`src/design/lbp_pkg.sv`:
```
// Shared types, codes and tables for the LBP16 command stream parser.
// No dependencies; the parser top level, lbp_parse_core and lbp_res_fifo import this package.
`default_nettype none

package lbp_pkg;

    // Fixed geometry of the protocol
    localparam int SPACES        = 8;
    localparam int CONTROL_WORDS = 8;

    // Command word bit positions
    localparam int CMD_WRITE_BIT = 15;
    localparam int CMD_ADDR_BIT  = 14;
    localparam int CMD_CTRL_BIT  = 13;
    localparam int CMD_INC_BIT   = 7;

    // Space limits in words
    localparam logic [14:0] SPACE0_LIMIT_RESET = 15'(32'h10000 / 4);
    localparam logic [15:0] SPACE2_LIMIT       = 16'(32'h40 / 2);
    localparam logic [15:0] SPACE3_LIMIT       = 16'd4;
    localparam logic [15:0] SMALL_SPACE_LIMIT  = 16'd16;

    localparam logic [2:0] SPACE_WRITE_ONLY_ERR = 3'd7;

    // Packet status codes
    localparam logic [1:0] ST_OK    = 2'd0;
    localparam logic [1:0] ST_PARSE = 2'd1;
    localparam logic [1:0] ST_MEM   = 2'd2;
    localparam logic [1:0] ST_WRITE = 2'd3;

    // Result kinds
    localparam logic [1:0] KIND_WRITE = 2'd0;
    localparam logic [1:0] KIND_READ  = 2'd1;
    localparam logic [1:0] KIND_CTRL  = 2'd2;
    localparam logic [1:0] KIND_END   = 2'd3;

    // Sticky error bits
    localparam logic [2:0] ERR_PARSE = 3'b001;
    localparam logic [2:0] ERR_MEM   = 3'b010;
    localparam logic [2:0] ERR_WRITE = 3'b100;

    localparam logic [15:0] COUNT_MAX = 16'hffff;

    // Byte position within a packet
    typedef enum logic [5:0] {
        PH_CMD_LO  = 6'b000001,
        PH_CMD_HI  = 6'b000010,
        PH_ADDR_LO = 6'b000100,
        PH_ADDR_HI = 6'b001000,
        PH_DATA    = 6'b010000,
        PH_DROP    = 6'b100000
    } phase_t;

    // One result item
    typedef struct packed {
        logic [1:0]  kind;
        logic [2:0]  space;
        logic [15:0] word_address;
        logic [1:0]  size_code;
        logic [6:0]  burst_count;
        logic        increment;
        logic [31:0] write_data;
        logic [1:0]  status;
        logic [2:0]  error_bits;
        logic [15:0] parse_errors;
        logic [15:0] memory_errors;
        logic [15:0] write_errors;
    } result_t;

    // Results produced by one byte, in order
    typedef struct packed {
        logic    first_valid;
        logic    second_valid;
        result_t first;
        result_t second;
    } res_push_t;

    // Element size each space demands (spaces 1 and 5 are never valid)
    function automatic logic [1:0] size_for_space(input logic [2:0] sp);
        logic [1:0] sz;
        unique case (sp) inside
            3'd0, 3'd3: sz = 2'd2;
            3'd2, 3'd4, 3'd6, 3'd7: sz = 2'd1;
            default: sz = 2'd0;
        endcase
        return sz;
    endfunction

    // Word limit per space; space 0 takes the programmed limit
    function automatic logic [15:0] space_limit(input logic [2:0] sp,
                                                input logic [14:0] zero_limit);
        logic [15:0] lim;
        unique case (sp) inside
            3'd0: lim = {1'b0, zero_limit};
            3'd2: lim = SPACE2_LIMIT;
            3'd3: lim = SPACE3_LIMIT;
            3'd4, 3'd6, 3'd7: lim = SMALL_SPACE_LIMIT;
            default: lim = 16'd0;
        endcase
        return lim;
    endfunction

endpackage

`default_nettype wire

```
`src/design/lbp_byte_if.sv`:
```
// Packet byte channel: valid/ready with byte and last-byte flag.
// Depends on nothing.
`default_nettype none

interface lbp_byte_if;
    logic       valid;
    logic       ready;
    logic [7:0] byte_in;
    logic       last_byte;

    modport source (output valid, output byte_in, output last_byte, input ready);
    modport sink   (input valid, input byte_in, input last_byte, output ready);
endinterface

`default_nettype wire

```
`src/design/lbp_res_if.sv`:
```
// Result channel: valid/ready with the decoded access or packet status.
// Depends on nothing.
`default_nettype none

interface lbp_res_if;
    logic        valid;
    logic        ready;
    logic [1:0]  kind;
    logic [2:0]  space;
    logic [15:0] word_address;
    logic [1:0]  size_code;
    logic [6:0]  burst_count;
    logic        increment;
    logic [31:0] write_data;
    logic [1:0]  status;
    logic [2:0]  error_bits;
    logic [15:0] parse_errors;
    logic [15:0] memory_errors;
    logic [15:0] write_errors;

    modport source (output valid, output kind, output space, output word_address,
                    output size_code, output burst_count, output increment,
                    output write_data, output status, output error_bits,
                    output parse_errors, output memory_errors, output write_errors,
                    input ready);
    modport sink   (input valid, input kind, input space, input word_address,
                    input size_code, input burst_count, input increment,
                    input write_data, input status, input error_bits,
                    input parse_errors, input memory_errors, input write_errors,
                    output ready);
endinterface

`default_nettype wire

```
`src/design/lbp_cfg_if.sv`:
```
// Configuration write channel for the space 0 word limit.
// Depends on nothing.
`default_nettype none

interface lbp_cfg_if;
    logic        valid;
    logic        ready;
    logic [14:0] data;

    modport source (output valid, output data, input ready);
    modport sink   (input valid, input data, output ready);
endinterface

`default_nettype wire

```
`src/design/lbp16_command_stream_parser_unit.sv`:
```
// LBP16 command stream parser, top level.
// Uses lbp_pkg, the three channel interfaces, lbp_parse_core, lbp_res_fifo.
//
// Takes one packet byte per cycle and decodes LBP16 commands on the fly:
// every byte is fully handled in the cycle it is accepted, so the sustained
// rate is one byte per clock while the result port keeps up. Results
// (write accesses, read and control-read burst requests, and one status
// per packet) go into a RES_DEPTH-entry queue in front of the result port;
// the byte port is ready while the queue has room for two results, since
// the last byte of a packet can complete an access and end the packet at
// once. That byte makes two results; the result port gives one per clock,
// and when it stalls, the byte port stops once RES_DEPTH-1 results wait.
// Per-space next addresses and error counters come out of reset cleared.
// The space 0 word limit is written through the configuration channel,
// which is always ready; write it only while no packet is in progress.
`default_nettype none

module lbp16_command_stream_parser_unit #(
    parameter int RES_DEPTH = 4
) (
    input  wire logic  clk,
    input  wire logic  rst_n,
    lbp_cfg_if.sink    limit_cfg,
    lbp_byte_if.sink   pkt_bytes,
    lbp_res_if.source  results
);
    import lbp_pkg::*;

    res_push_t push;
    result_t   head;
    logic      room_for_two;
    logic      byte_take;

    // Byte handshake
    assign pkt_bytes.ready = room_for_two;
    assign byte_take       = pkt_bytes.valid && room_for_two;
    assign limit_cfg.ready = 1'b1;

    lbp_parse_core u_core (
        .clk       (clk),
        .rst_n     (rst_n),
        .cfg_we    (limit_cfg.valid),
        .cfg_data  (limit_cfg.data),
        .byte_take (byte_take),
        .byte_data (pkt_bytes.byte_in),
        .byte_last (pkt_bytes.last_byte),
        .push      (push)
    );

    lbp_res_fifo #(
        .DEPTH (RES_DEPTH)
    ) u_fifo (
        .clk          (clk),
        .rst_n        (rst_n),
        .push         (push),
        .room_for_two (room_for_two),
        .out_valid    (results.valid),
        .out_take     (results.valid && results.ready),
        .out_data     (head)
    );

    // Result fields
    assign results.kind          = head.kind;
    assign results.space         = head.space;
    assign results.word_address  = head.word_address;
    assign results.size_code     = head.size_code;
    assign results.burst_count   = head.burst_count;
    assign results.increment     = head.increment;
    assign results.write_data    = head.write_data;
    assign results.status        = head.status;
    assign results.error_bits    = head.error_bits;
    assign results.parse_errors  = head.parse_errors;
    assign results.memory_errors = head.memory_errors;
    assign results.write_errors  = head.write_errors;

endmodule

`default_nettype wire

```
`src/design/lbp_parse_core.sv`:
```
// Byte-serial command decoder: packet state, per-space next addresses,
// error counters and result generation. Uses lbp_pkg.
`default_nettype none

module lbp_parse_core (
    input  wire logic              clk,
    input  wire logic              rst_n,
    input  wire logic              cfg_we,
    input  wire logic [14:0]       cfg_data,
    input  wire logic              byte_take,
    input  wire logic [7:0]        byte_data,
    input  wire logic              byte_last,
    output lbp_pkg::res_push_t     push
);
    import lbp_pkg::*;

    // State registers
    phase_t      phase_reg, phase_next;
    logic [15:0] cmd_reg, cmd_next;
    logic [15:0] cur_addr_reg, cur_addr_next;
    logic [6:0]  elem_left_reg, elem_left_next;
    logic [31:0] shift_reg, shift_next;
    logic [1:0]  idx_reg, idx_next;
    logic [15:0] next_addr_reg [SPACES];
    logic [1:0]  pf_reg, pf_next;
    logic [2:0]  sticky_reg, sticky_next;
    logic [15:0] parse_cnt_reg, parse_cnt_next;
    logic [15:0] mem_cnt_reg, mem_cnt_next;
    logic [15:0] wr_cnt_reg, wr_cnt_next;
    logic [14:0] limit_reg;

    // Command fields of the word in force this byte
    logic [15:0] cmd_word;
    logic [15:0] given_addr;
    logic        explicit_addr;
    logic [2:0]  sp;
    logic [1:0]  sc;
    logic [6:0]  cnt;
    logic        inc, wr, ctl, bad_space;
    logic [15:0] lim;

    assign explicit_addr = (phase_reg == PH_ADDR_HI);
    assign cmd_word   = (phase_reg == PH_CMD_HI) ? {byte_data, cmd_reg[7:0]} : cmd_reg;
    assign given_addr = {byte_data, cur_addr_reg[7:0]};
    assign sp  = cmd_word[12:10];
    assign sc  = cmd_word[9:8];
    assign cnt = cmd_word[6:0];
    assign inc = cmd_word[CMD_INC_BIT];
    assign wr  = cmd_word[CMD_WRITE_BIT];
    assign ctl = cmd_word[CMD_CTRL_BIT];
    assign bad_space = (sp == 3'd1) || (sp == 3'd5);
    assign lim = space_limit(sp, limit_reg);

    // Command start checks
    logic [15:0] start_addr;
    logic [16:0] last_word;
    logic [1:0]  start_fail;

    assign start_addr = explicit_addr ? (given_addr >> sc) : next_addr_reg[sp];
    assign last_word  = inc ? ({1'b0, start_addr} + {10'd0, cnt} - 17'd1)
                            : {1'b0, start_addr};

    always_comb
    begin
        start_fail = ST_OK;
        if (ctl)
        begin
            if (sc != 2'd1)                         start_fail = ST_PARSE;
            else if (wr)                            start_fail = ST_WRITE;
            else if (bad_space)                     start_fail = ST_PARSE;
            else if (cnt >= 7'(CONTROL_WORDS))      start_fail = ST_MEM;
        end
        else if (bad_space || (sc != size_for_space(sp)))
            start_fail = ST_PARSE;
        else if (!wr && (last_word >= {1'b0, lim}))
            start_fail = ST_MEM;
        else if (wr && (start_addr >= lim))
            start_fail = ST_MEM;
    end

    // Write element assembly
    logic [2:0]  idx_inc;
    logic        elem_done;
    logic [31:0] shifted;
    logic [15:0] cur_addr_inc;
    logic [6:0]  elem_dec;

    assign idx_inc      = {1'b0, idx_reg} + 3'd1;
    assign elem_done    = ({1'b0, idx_inc} >= (4'd1 << sc));
    assign shifted      = shift_reg | ({24'd0, byte_data} << {idx_reg, 3'b000});
    assign cur_addr_inc = cur_addr_reg + {15'd0, inc};
    assign elem_dec     = elem_left_reg - 7'd1;

    // Per-byte next state and results
    logic [1:0]  case_fail, fail_total, pf_final;
    logic        acc_valid, na_we;
    logic [15:0] na_value;
    result_t     acc, pkt_end;

    always_comb
    begin
        phase_next     = phase_reg;
        cmd_next       = cmd_reg;
        cur_addr_next  = cur_addr_reg;
        elem_left_next = elem_left_reg;
        shift_next     = shift_reg;
        idx_next       = idx_reg;
        case_fail      = ST_OK;
        acc_valid      = 1'b0;
        na_we          = 1'b0;
        na_value       = start_addr;
        acc            = '0;
        acc.space      = sp;
        acc.size_code  = sc;
        acc.increment  = inc;
        acc.error_bits    = sticky_reg;
        acc.parse_errors  = parse_cnt_reg;
        acc.memory_errors = mem_cnt_reg;
        acc.write_errors  = wr_cnt_reg;

        unique case (phase_reg) inside
            PH_CMD_LO:
            begin
                cmd_next   = {8'd0, byte_data};
                phase_next = PH_CMD_HI;
                if (byte_last) case_fail = ST_MEM;
            end
            PH_ADDR_LO:
            begin
                cur_addr_next = {8'd0, byte_data};
                phase_next    = PH_ADDR_HI;
                if (byte_last) case_fail = ST_PARSE;
            end
            PH_CMD_HI, PH_ADDR_HI:
            begin
                cmd_next = cmd_word;
                if (explicit_addr) cur_addr_next = given_addr;
                if (!explicit_addr && (cnt == 7'd0))
                    case_fail = ST_PARSE;
                else if (!explicit_addr && cmd_word[CMD_ADDR_BIT])
                begin
                    if (byte_last) case_fail = ST_PARSE;
                    else phase_next = PH_ADDR_LO;
                end
                else
                begin
                    phase_next = PH_CMD_LO;
                    if (!ctl) cur_addr_next = start_addr;
                    if (start_fail != ST_OK)
                        case_fail = start_fail;
                    else if (ctl)
                    begin
                        acc_valid        = 1'b1;
                        acc.kind         = KIND_CTRL;
                        acc.word_address = explicit_addr ? given_addr : 16'd0;
                        acc.burst_count  = cnt;
                    end
                    else if (!wr)
                    begin
                        acc_valid        = 1'b1;
                        acc.kind         = KIND_READ;
                        acc.word_address = start_addr;
                        acc.burst_count  = cnt;
                        na_we            = 1'b1;
                        na_value         = inc ? (start_addr + {9'd0, cnt}) : start_addr;
                    end
                    else
                    begin
                        elem_left_next = cnt;
                        shift_next     = '0;
                        idx_next       = '0;
                        phase_next     = PH_DATA;
                    end
                end
            end
            PH_DATA:
            begin
                if (!elem_done)
                begin
                    shift_next = shifted;
                    idx_next   = idx_inc[1:0];
                end
                else if (sp == SPACE_WRITE_ONLY_ERR)
                    case_fail = ST_WRITE;
                else
                begin
                    acc_valid        = 1'b1;
                    acc.kind         = KIND_WRITE;
                    acc.word_address = cur_addr_reg;
                    acc.burst_count  = 7'd1;
                    acc.write_data   = shifted;
                    cur_addr_next    = cur_addr_inc;
                    elem_left_next   = elem_dec;
                    shift_next       = '0;
                    idx_next         = '0;
                    if (elem_dec == 7'd0)
                    begin
                        na_we      = 1'b1;
                        na_value   = cur_addr_inc;
                        phase_next = PH_CMD_LO;
                    end
                    else if (cur_addr_inc >= lim)
                        case_fail = ST_MEM;
                end
            end
            PH_DROP:
            begin
            end
            default:
            begin
                phase_next = PH_DROP;
            end
        endcase

        // At most one failure per byte: a case failure or a truncated packet
        fail_total = case_fail;
        if ((case_fail == ST_OK) && byte_last && (phase_next != PH_CMD_LO)
            && (pf_reg == ST_OK))
            fail_total = ST_MEM;

        pf_next        = pf_reg;
        sticky_next    = sticky_reg;
        parse_cnt_next = parse_cnt_reg;
        mem_cnt_next   = mem_cnt_reg;
        wr_cnt_next    = wr_cnt_reg;
        case (fail_total)
            ST_PARSE:
            begin
                sticky_next = sticky_reg | ERR_PARSE;
                if (parse_cnt_reg != COUNT_MAX) parse_cnt_next = parse_cnt_reg + 16'd1;
            end
            ST_MEM:
            begin
                sticky_next = sticky_reg | ERR_MEM;
                if (mem_cnt_reg != COUNT_MAX) mem_cnt_next = mem_cnt_reg + 16'd1;
            end
            ST_WRITE:
            begin
                sticky_next = sticky_reg | ERR_WRITE;
                if (wr_cnt_reg != COUNT_MAX) wr_cnt_next = wr_cnt_reg + 16'd1;
            end
            default:
            begin
            end
        endcase
        pf_final = (fail_total != ST_OK) ? fail_total : pf_reg;

        if (fail_total != ST_OK)
        begin
            pf_next    = fail_total;
            phase_next = PH_DROP;
        end
        if (byte_last)
        begin
            phase_next     = PH_CMD_LO;
            pf_next        = ST_OK;
            elem_left_next = '0;
            shift_next     = '0;
            idx_next       = '0;
        end

        pkt_end               = '0;
        pkt_end.kind          = KIND_END;
        pkt_end.status        = pf_final;
        pkt_end.error_bits    = sticky_next;
        pkt_end.parse_errors  = parse_cnt_next;
        pkt_end.memory_errors = mem_cnt_next;
        pkt_end.write_errors  = wr_cnt_next;
    end

    // Results in order: access first, packet end after it
    always_comb
    begin
        push.first_valid  = byte_take && (acc_valid || byte_last);
        push.second_valid = byte_take && acc_valid && byte_last;
        push.first        = acc_valid ? acc : pkt_end;
        push.second       = pkt_end;
    end

    // Register update on each accepted byte
    always_ff @(posedge clk or negedge rst_n)
    begin
        if (!rst_n)
        begin
            phase_reg     <= PH_CMD_LO;
            cmd_reg       <= '0;
            cur_addr_reg  <= '0;
            elem_left_reg <= '0;
            shift_reg     <= '0;
            idx_reg       <= '0;
            pf_reg        <= ST_OK;
            sticky_reg    <= '0;
            parse_cnt_reg <= '0;
            mem_cnt_reg   <= '0;
            wr_cnt_reg    <= '0;
            for (int i = 0; i < SPACES; i++) next_addr_reg[i] <= '0;
        end
        else if (byte_take)
        begin
            phase_reg     <= phase_next;
            cmd_reg       <= cmd_next;
            cur_addr_reg  <= cur_addr_next;
            elem_left_reg <= elem_left_next;
            shift_reg     <= shift_next;
            idx_reg       <= idx_next;
            pf_reg        <= pf_next;
            sticky_reg    <= sticky_next;
            parse_cnt_reg <= parse_cnt_next;
            mem_cnt_reg   <= mem_cnt_next;
            wr_cnt_reg    <= wr_cnt_next;
            if (na_we) next_addr_reg[sp] <= na_value;
        end
    end

    // Space 0 limit register
    always_ff @(posedge clk or negedge rst_n)
    begin
        if (!rst_n)
            limit_reg <= SPACE0_LIMIT_RESET;
        else if (cfg_we)
            limit_reg <= cfg_data;
    end

endmodule

`default_nettype wire

```
`src/design/lbp_res_fifo.sv`:
```
// Result queue: takes up to two results per cycle, hands out one.
// Uses lbp_pkg for the result type.
`default_nettype none

module lbp_res_fifo #(
    parameter int DEPTH = 4
) (
    input  wire logic               clk,
    input  wire logic               rst_n,
    input  wire lbp_pkg::res_push_t push,
    output logic                    room_for_two,
    output logic                    out_valid,
    input  wire logic               out_take,
    output lbp_pkg::result_t        out_data
);
    import lbp_pkg::*;

    localparam int PW = (DEPTH > 1) ? $clog2(DEPTH) : 1;
    localparam int CW = $clog2(DEPTH + 1);

    result_t        store_reg [DEPTH];
    logic [PW-1:0]  wr_ptr_reg, wr_ptr_next;
    logic [PW-1:0]  rd_ptr_reg, rd_ptr_next;
    logic [CW-1:0]  count_reg, count_next;
    logic [PW-1:0]  wr_ptr_plus;

    function automatic logic [PW-1:0] ptr_inc(input logic [PW-1:0] p);
        logic [PW-1:0] q;
        if (p == PW'(DEPTH - 1)) q = '0;
        else q = p + PW'(1);
        return q;
    endfunction

    assign wr_ptr_plus  = ptr_inc(wr_ptr_reg);
    assign room_for_two = (count_reg <= CW'(DEPTH - 2));
    assign out_valid    = (count_reg != '0);
    assign out_data     = store_reg[rd_ptr_reg];

    // Pointer and fill bookkeeping
    always_comb
    begin
        wr_ptr_next = wr_ptr_reg;
        if (push.second_valid) wr_ptr_next = ptr_inc(wr_ptr_plus);
        else if (push.first_valid) wr_ptr_next = wr_ptr_plus;
        rd_ptr_next = out_take ? ptr_inc(rd_ptr_reg) : rd_ptr_reg;
        count_next  = count_reg + CW'(push.first_valid) + CW'(push.second_valid)
                      - CW'(out_take);
    end

    always_ff @(posedge clk or negedge rst_n)
    begin
        if (!rst_n)
        begin
            wr_ptr_reg <= '0;
            rd_ptr_reg <= '0;
            count_reg  <= '0;
        end
        else
        begin
            wr_ptr_reg <= wr_ptr_next;
            rd_ptr_reg <= rd_ptr_next;
            count_reg  <= count_next;
        end
    end

    // Entry storage
    always_ff @(posedge clk)
    begin
        if (push.first_valid) store_reg[wr_ptr_reg] <= push.first;
        if (push.second_valid) store_reg[wr_ptr_plus] <= push.second;
    end

endmodule

`default_nettype wire

```
`src/flat_wrapper.sv`:
```
// flat-port wrapper written by rule: the top's interface ports become plain ports
module lbp16_command_stream_parser_unit_flat import lbp_pkg::*;
#(
    parameter int RES_DEPTH = 4
)
  (clk, rst_n, limit_cfg_valid, limit_cfg_data, limit_cfg_ready, pkt_bytes_valid, pkt_bytes_byte_in, pkt_bytes_last_byte, pkt_bytes_ready, results_valid, results_kind, results_space, results_word_address, results_size_code, results_burst_count, results_increment, results_write_data, results_status, results_error_bits, results_parse_errors, results_memory_errors, results_write_errors, results_ready);
  lbp_cfg_if limit_cfg_i ();
  lbp_byte_if pkt_bytes_i ();
  lbp_res_if results_i ();
  input  wire logic clk;
  input  wire logic rst_n;
  input wire logic [$bits(limit_cfg_i.valid)-1:0] limit_cfg_valid;
  input wire logic [$bits(limit_cfg_i.data)-1:0] limit_cfg_data;
  output wire logic [$bits(limit_cfg_i.ready)-1:0] limit_cfg_ready;
  input wire logic [$bits(pkt_bytes_i.valid)-1:0] pkt_bytes_valid;
  input wire logic [$bits(pkt_bytes_i.byte_in)-1:0] pkt_bytes_byte_in;
  input wire logic [$bits(pkt_bytes_i.last_byte)-1:0] pkt_bytes_last_byte;
  output wire logic [$bits(pkt_bytes_i.ready)-1:0] pkt_bytes_ready;
  output wire logic [$bits(results_i.valid)-1:0] results_valid;
  output wire logic [$bits(results_i.kind)-1:0] results_kind;
  output wire logic [$bits(results_i.space)-1:0] results_space;
  output wire logic [$bits(results_i.word_address)-1:0] results_word_address;
  output wire logic [$bits(results_i.size_code)-1:0] results_size_code;
  output wire logic [$bits(results_i.burst_count)-1:0] results_burst_count;
  output wire logic [$bits(results_i.increment)-1:0] results_increment;
  output wire logic [$bits(results_i.write_data)-1:0] results_write_data;
  output wire logic [$bits(results_i.status)-1:0] results_status;
  output wire logic [$bits(results_i.error_bits)-1:0] results_error_bits;
  output wire logic [$bits(results_i.parse_errors)-1:0] results_parse_errors;
  output wire logic [$bits(results_i.memory_errors)-1:0] results_memory_errors;
  output wire logic [$bits(results_i.write_errors)-1:0] results_write_errors;
  input wire logic [$bits(results_i.ready)-1:0] results_ready;
  assign limit_cfg_i.valid = limit_cfg_valid;
  assign limit_cfg_i.data = limit_cfg_data;
  assign limit_cfg_ready = limit_cfg_i.ready;
  assign pkt_bytes_i.valid = pkt_bytes_valid;
  assign pkt_bytes_i.byte_in = pkt_bytes_byte_in;
  assign pkt_bytes_i.last_byte = pkt_bytes_last_byte;
  assign pkt_bytes_ready = pkt_bytes_i.ready;
  assign results_valid = results_i.valid;
  assign results_kind = results_i.kind;
  assign results_space = results_i.space;
  assign results_word_address = results_i.word_address;
  assign results_size_code = results_i.size_code;
  assign results_burst_count = results_i.burst_count;
  assign results_increment = results_i.increment;
  assign results_write_data = results_i.write_data;
  assign results_status = results_i.status;
  assign results_error_bits = results_i.error_bits;
  assign results_parse_errors = results_i.parse_errors;
  assign results_memory_errors = results_i.memory_errors;
  assign results_write_errors = results_i.write_errors;
  assign results_i.ready = results_ready;
  lbp16_command_stream_parser_unit #(.RES_DEPTH(RES_DEPTH)) u_core (.clk(clk), .rst_n(rst_n), .limit_cfg(limit_cfg_i), .pkt_bytes(pkt_bytes_i), .results(results_i));
endmodule
```
`config.mk`:
```
export PLATFORM = sky130hd
export DESIGN_NAME = lbp16_command_stream_parser_unit_flat
export DESIGN_NICKNAME = d
export VERILOG_FILES = /design/src/design/lbp_pkg.sv /design/src/design/lbp_byte_if.sv /design/src/design/lbp_res_if.sv /design/src/design/lbp_cfg_if.sv /design/src/design/lbp16_command_stream_parser_unit.sv /design/src/design/lbp_parse_core.sv /design/src/design/lbp_res_fifo.sv /design/src/flat_wrapper.sv
export SDC_FILE = /design/constraint.sdc
export NUM_CORES = 2
export LEC_CHECK = 0
export ABC_AREA = 0
export BUFFER_PORTS_ARGS = -buffer_cell sky130_fd_sc_hd__buf_2
export CAP_MARGIN = 20
export CELL_PAD_IN_SITES_DETAIL_PLACEMENT = 0
export CELL_PAD_IN_SITES_GLOBAL_PLACEMENT = 1
export CORE_MARGIN = 2
export CORE_UTILIZATION = 45
export CTS_CLUSTER_DIAMETER = 120
export DETAILED_ROUTE_END_ITERATION = 7
export PLACE_DENSITY = 0.82
export SLEW_MARGIN = 20
export SYNTH_ARGS = -nofsm -noshare
export SYNTH_HDL_FRONTEND = slang
export SYNTH_SLANG_ARGS = --single-unit
```
`constraint.sdc`:
```
create_clock -name clk -period 8.18 [get_ports clk]
set_input_delay 0.409 -clock clk [delete_from_list [all_inputs] [get_ports clk]]
set_output_delay 0.409 -clock clk [all_outputs]
set_load 0.005 [all_outputs]
```
==> reports/qor.csv <==
stage;metric;value;unit
status;status;completed;
place;gp_congestion;0.915;
place;io_buffers;146;
critical_path;path_delay_family;simple AND/OR/NAND/NOR gates;
critical_path;worst_path_largest_cell_delay;0.55;ns
floorplanning;initial_core_util;45.2;%
yosys;avgSynthCellArea;10.3;sq um
yosys;synth_top_area_share;18.6;%
critical_path;r2r-start;u_core.u_core.phase_reg[3]$_DFFE_PN0P_;
timing;skew;0.0332;ns
worst_hold_path;hp-start;pkt_bytes_byte_in[1];
routing;drc;0;
pwr;p_clk_share;31.9;%
grt;gr-total-overflow;0;
floorplanning;rows;106;
critical_path;worstPathRequired;8.71;ns
timing;fin_crit_sh;95.8;%
clocking;clk_path_buf_depth;3;
critical_path;worstSetupPathType;flop to flop;
routing;antenna_left;0;
yosys;syn_area;37600;sq um
critical_path;cp-end-kind;flop;
clocking;root_buffer;clkbuf_16;
yosys;synth-seq-area-share;49.1;%
clocking;cts_buffers;80;
critical_path;startpoint_type;flop;
timing;final_max_slew_viol_count;0;
yosys;synthTopCellsByArea;dfrtp_1 (19%), edfxtp_1 (17%), dfxtp_1 (13%);
floorplanning;die_y;293;um
final_layout;final_core_util;52.9;%
timing;final-hold-violation-count;0;
critical_path;worstSetupStartpoint;u_core.u_core.phase_reg[3]$_DFFE_PN0P_;
routing;first_iter_violations;3112;
clocking;clock_latency;0.66;ns
place;hpwl;76.9;mm
pwr;p_sw_share;34.0;%
grt;grt_pass1_wl;179;mm
final_layout;nets;4015;
pwr;power_frac_seq;38.4;%
grt;grt_pass1_vias;29600;
worst_hold_path;hold_path_class;input pin to flop;
final_layout;drive_gt1_share;19.9;%
yosys;synth_fp_nets;3795;
timing;tightest_slew;1.13;ns
grt;grt_usage;26.4;%
critical_path;arrival;8.37;ns
yosys;ys_ff_latch;746;
pwr;p_leak;17.6;nW
timing;slew_headroom;24.6;%
routing;vias_per_cell;6.09;
yosys;async_reset_ff_share;37.8;%
routing;wl;115;mm
yosys;synthCells;3663;
grt;grt_max_degree;146;
critical_path;worstPathBufferInverterCount;8;
final_layout;area_growth;16.9;%
yosys;synth.most_common_cell;nand2_1;
pwr;power.internal;7.55;mW
critical_path;cp_max_fo;20;
floorplanning;ios;148;
yosys;synth_top_cell_by_area;dfrtp_1;
yosys;synth_cell_types;99;
routing;num_vias;30600;
pwr;power.density;260;nW/um^2
flow_run;cap_viol_max_count;0;
pwr;switching_power;3.89;mW
critical_path;critical-path-slowest-cell;nor2_2;
critical_path;critPathMostFrequentCell;buf_4;
routing;wl_per_cell;22.9;um
clocking;cts_tree;yes;
timing;fin_crit;7.84;ns
floorplanning;coreArea;83200;sq um
final_layout;n_antenna_cell;0;
yosys;synth_edf_count;212;
pwr;ir_drop;0.000196;V
floorplanning;dieArea;85900;sq um
yosys;ys_warn_count;0;
clocking;cts_sinks;746;
clocking;h-tree-depth;3;
yosys;ys_top_cells_by_count;nand2_1 (417), nor2_1 (379), dfrtp_1 (280);
floorplanning;die_x;293;um
pwr;comb_power_share;29.7;%
routing;drt-pass1-iter-count;7;
timing;max_freq;128;MHz
final_layout;largest_reg_flops;464;
pwr;p_total;11.4;mW
grt;antenna_found_initial;5;
timing;finalSetupViolCount;0;
yosys;synthFlopType;dfrtp_1;
clocking;clk_pin_slew;0.06;ns
cells in the final DEF, fill, tap and decap left out, types with 38 or more instances in the layout:
cell / netlist / routed
buf_4: 2 / 232
nor2_1: 379 / 377
nand3_1: 150 / 149
mux4_2: 116 / 116
edfxtp_1: 212 / 212
clkbuf_16: 0 / 82
xnor2_1: 59 / 59
o21ai_0: 196 / 191
inv_1: 80 / 77
dfxtp_1: 252 / 252
mux2_2: 51 / 51
a32o_1: 38 / 38
a31oi_1: 70 / 65
ha_1: 99 / 99
a21oi_1: 229 / 226
and3_1: 43 / 39
buf_2: 74 / 145
dfrtp_1: 280 / 278
nand2_1: 417 / 414
a22o_1: 193 / 193
area by class of cell:
class,instances,area [sq um]
fill,7377,39200
sequential,746,18500
multi-input combinational,2548,17900
timing repair buffer,426,3270
clock buffer,122,2290
tap,1080,1350
clock inverter,28,363
inverter,81,315
per-stage QoR:
| stage | hold WS [ns] | instance area [sq um] | TNS, ns | setup WS (ns) | cells |
|---|---|---|---|---|---|
| floorplan | 0.113 | 37700 | 0 | 0.00231 | 3663 |
| global placement | 0.429 | 40800 | 0 | 0.0842 | 4843 |
| detailed placement | 0.441 | 40800 | -0.890 | -0.122 | 4843 |
| CTS | 0.191 | 43700 | 0 | 0.0376 | 5009 |
| global route | 0.247 | 44000 | -0.0946 | -0.0191 | 5031 |
| finish | 0.256 | 44000 | 0 | 0.341 | 5031 |
layer usage:
layer | vias up | routed length [um] | track usage [%]
li1 | 13900 | - | -
met1 | 15200 | 50500 | 38.3
met2 | 1290 | 52200 | 40.9
met3 | 217 | 9340 | 4.43
met4 | 8 | 2870 | 7.53
met5 | - | 49 | 0
tightest hold or removal path: cells and delay by family:
| kind | cells | cell delay, ns |
|---|---|---|
| buffers and inverters | 1 | 0.20 |
| AOI/OAI and AO/OA | 2 | 0.25 |
power groups by stage:
stage / combinational, mW / sequential [mW] / clock (mW)
finish: 3.40 / 4.39 / 3.65
global route: 3.69 / 4.42 / 3.85
CTS: 3.34 / 4.39 / 3.70
detailed placement: 3.30 / 4.46 / 0
global placement: 3.28 / 4.45 / 0
floorplan: 2.29 / 4.23 / 0
timing repair:
action                                 4_1_cts  5_1_grt
pin swaps                                    1       10
resized for setup                            4       34
hold buffers                                16        0
setup endpoints to repair                   63      885
buffers inserted                             0       21
endpoints found under the hold margin      100        0
logic make-up (layout without fill, tap and decap cells):
family          Yosys count  count (layout)  synth area share, %
xor+xnor                 88              88                 2.05
buf+inv                 369             657                 3.99
compound gates          979             979                 17.9
flops                   746             746                 49.1
mux                     208             208                 9.58
other cells               1               1              0.00997
fa+ha+maj               103             103                 3.51
simple gates           1169            1169                 13.9
final timing paths:
check | to | slack, ns | cells after the start
max | u_core.u_core.next_addr_reg[33]$_DFFE_PN0P_ | 0.34 | 36
min | u_core.u_core.cur_addr_reg[1]$_DFFE_PN0P_ | 0.26 | 3
max reg2reg | u_core.u_core.next_addr_reg[33]$_DFFE_PN0P_ | 0.34 | 36
min reg2reg | u_core.u_fifo.store_reg[2][95]$_SDFFE_PP0P_ | 0.45 | 2
max in group asynchronous | u_core.u_fifo.rd_ptr_reg[0]$_DFFE_PN0P_ | 6.49 | 3
min in group asynchronous | u_core.u_core.mem_cnt_reg[11]$_DFFE_PN0P_ | 0.39 | 2
No activity file was read; power rests on OpenSTA's default activity.
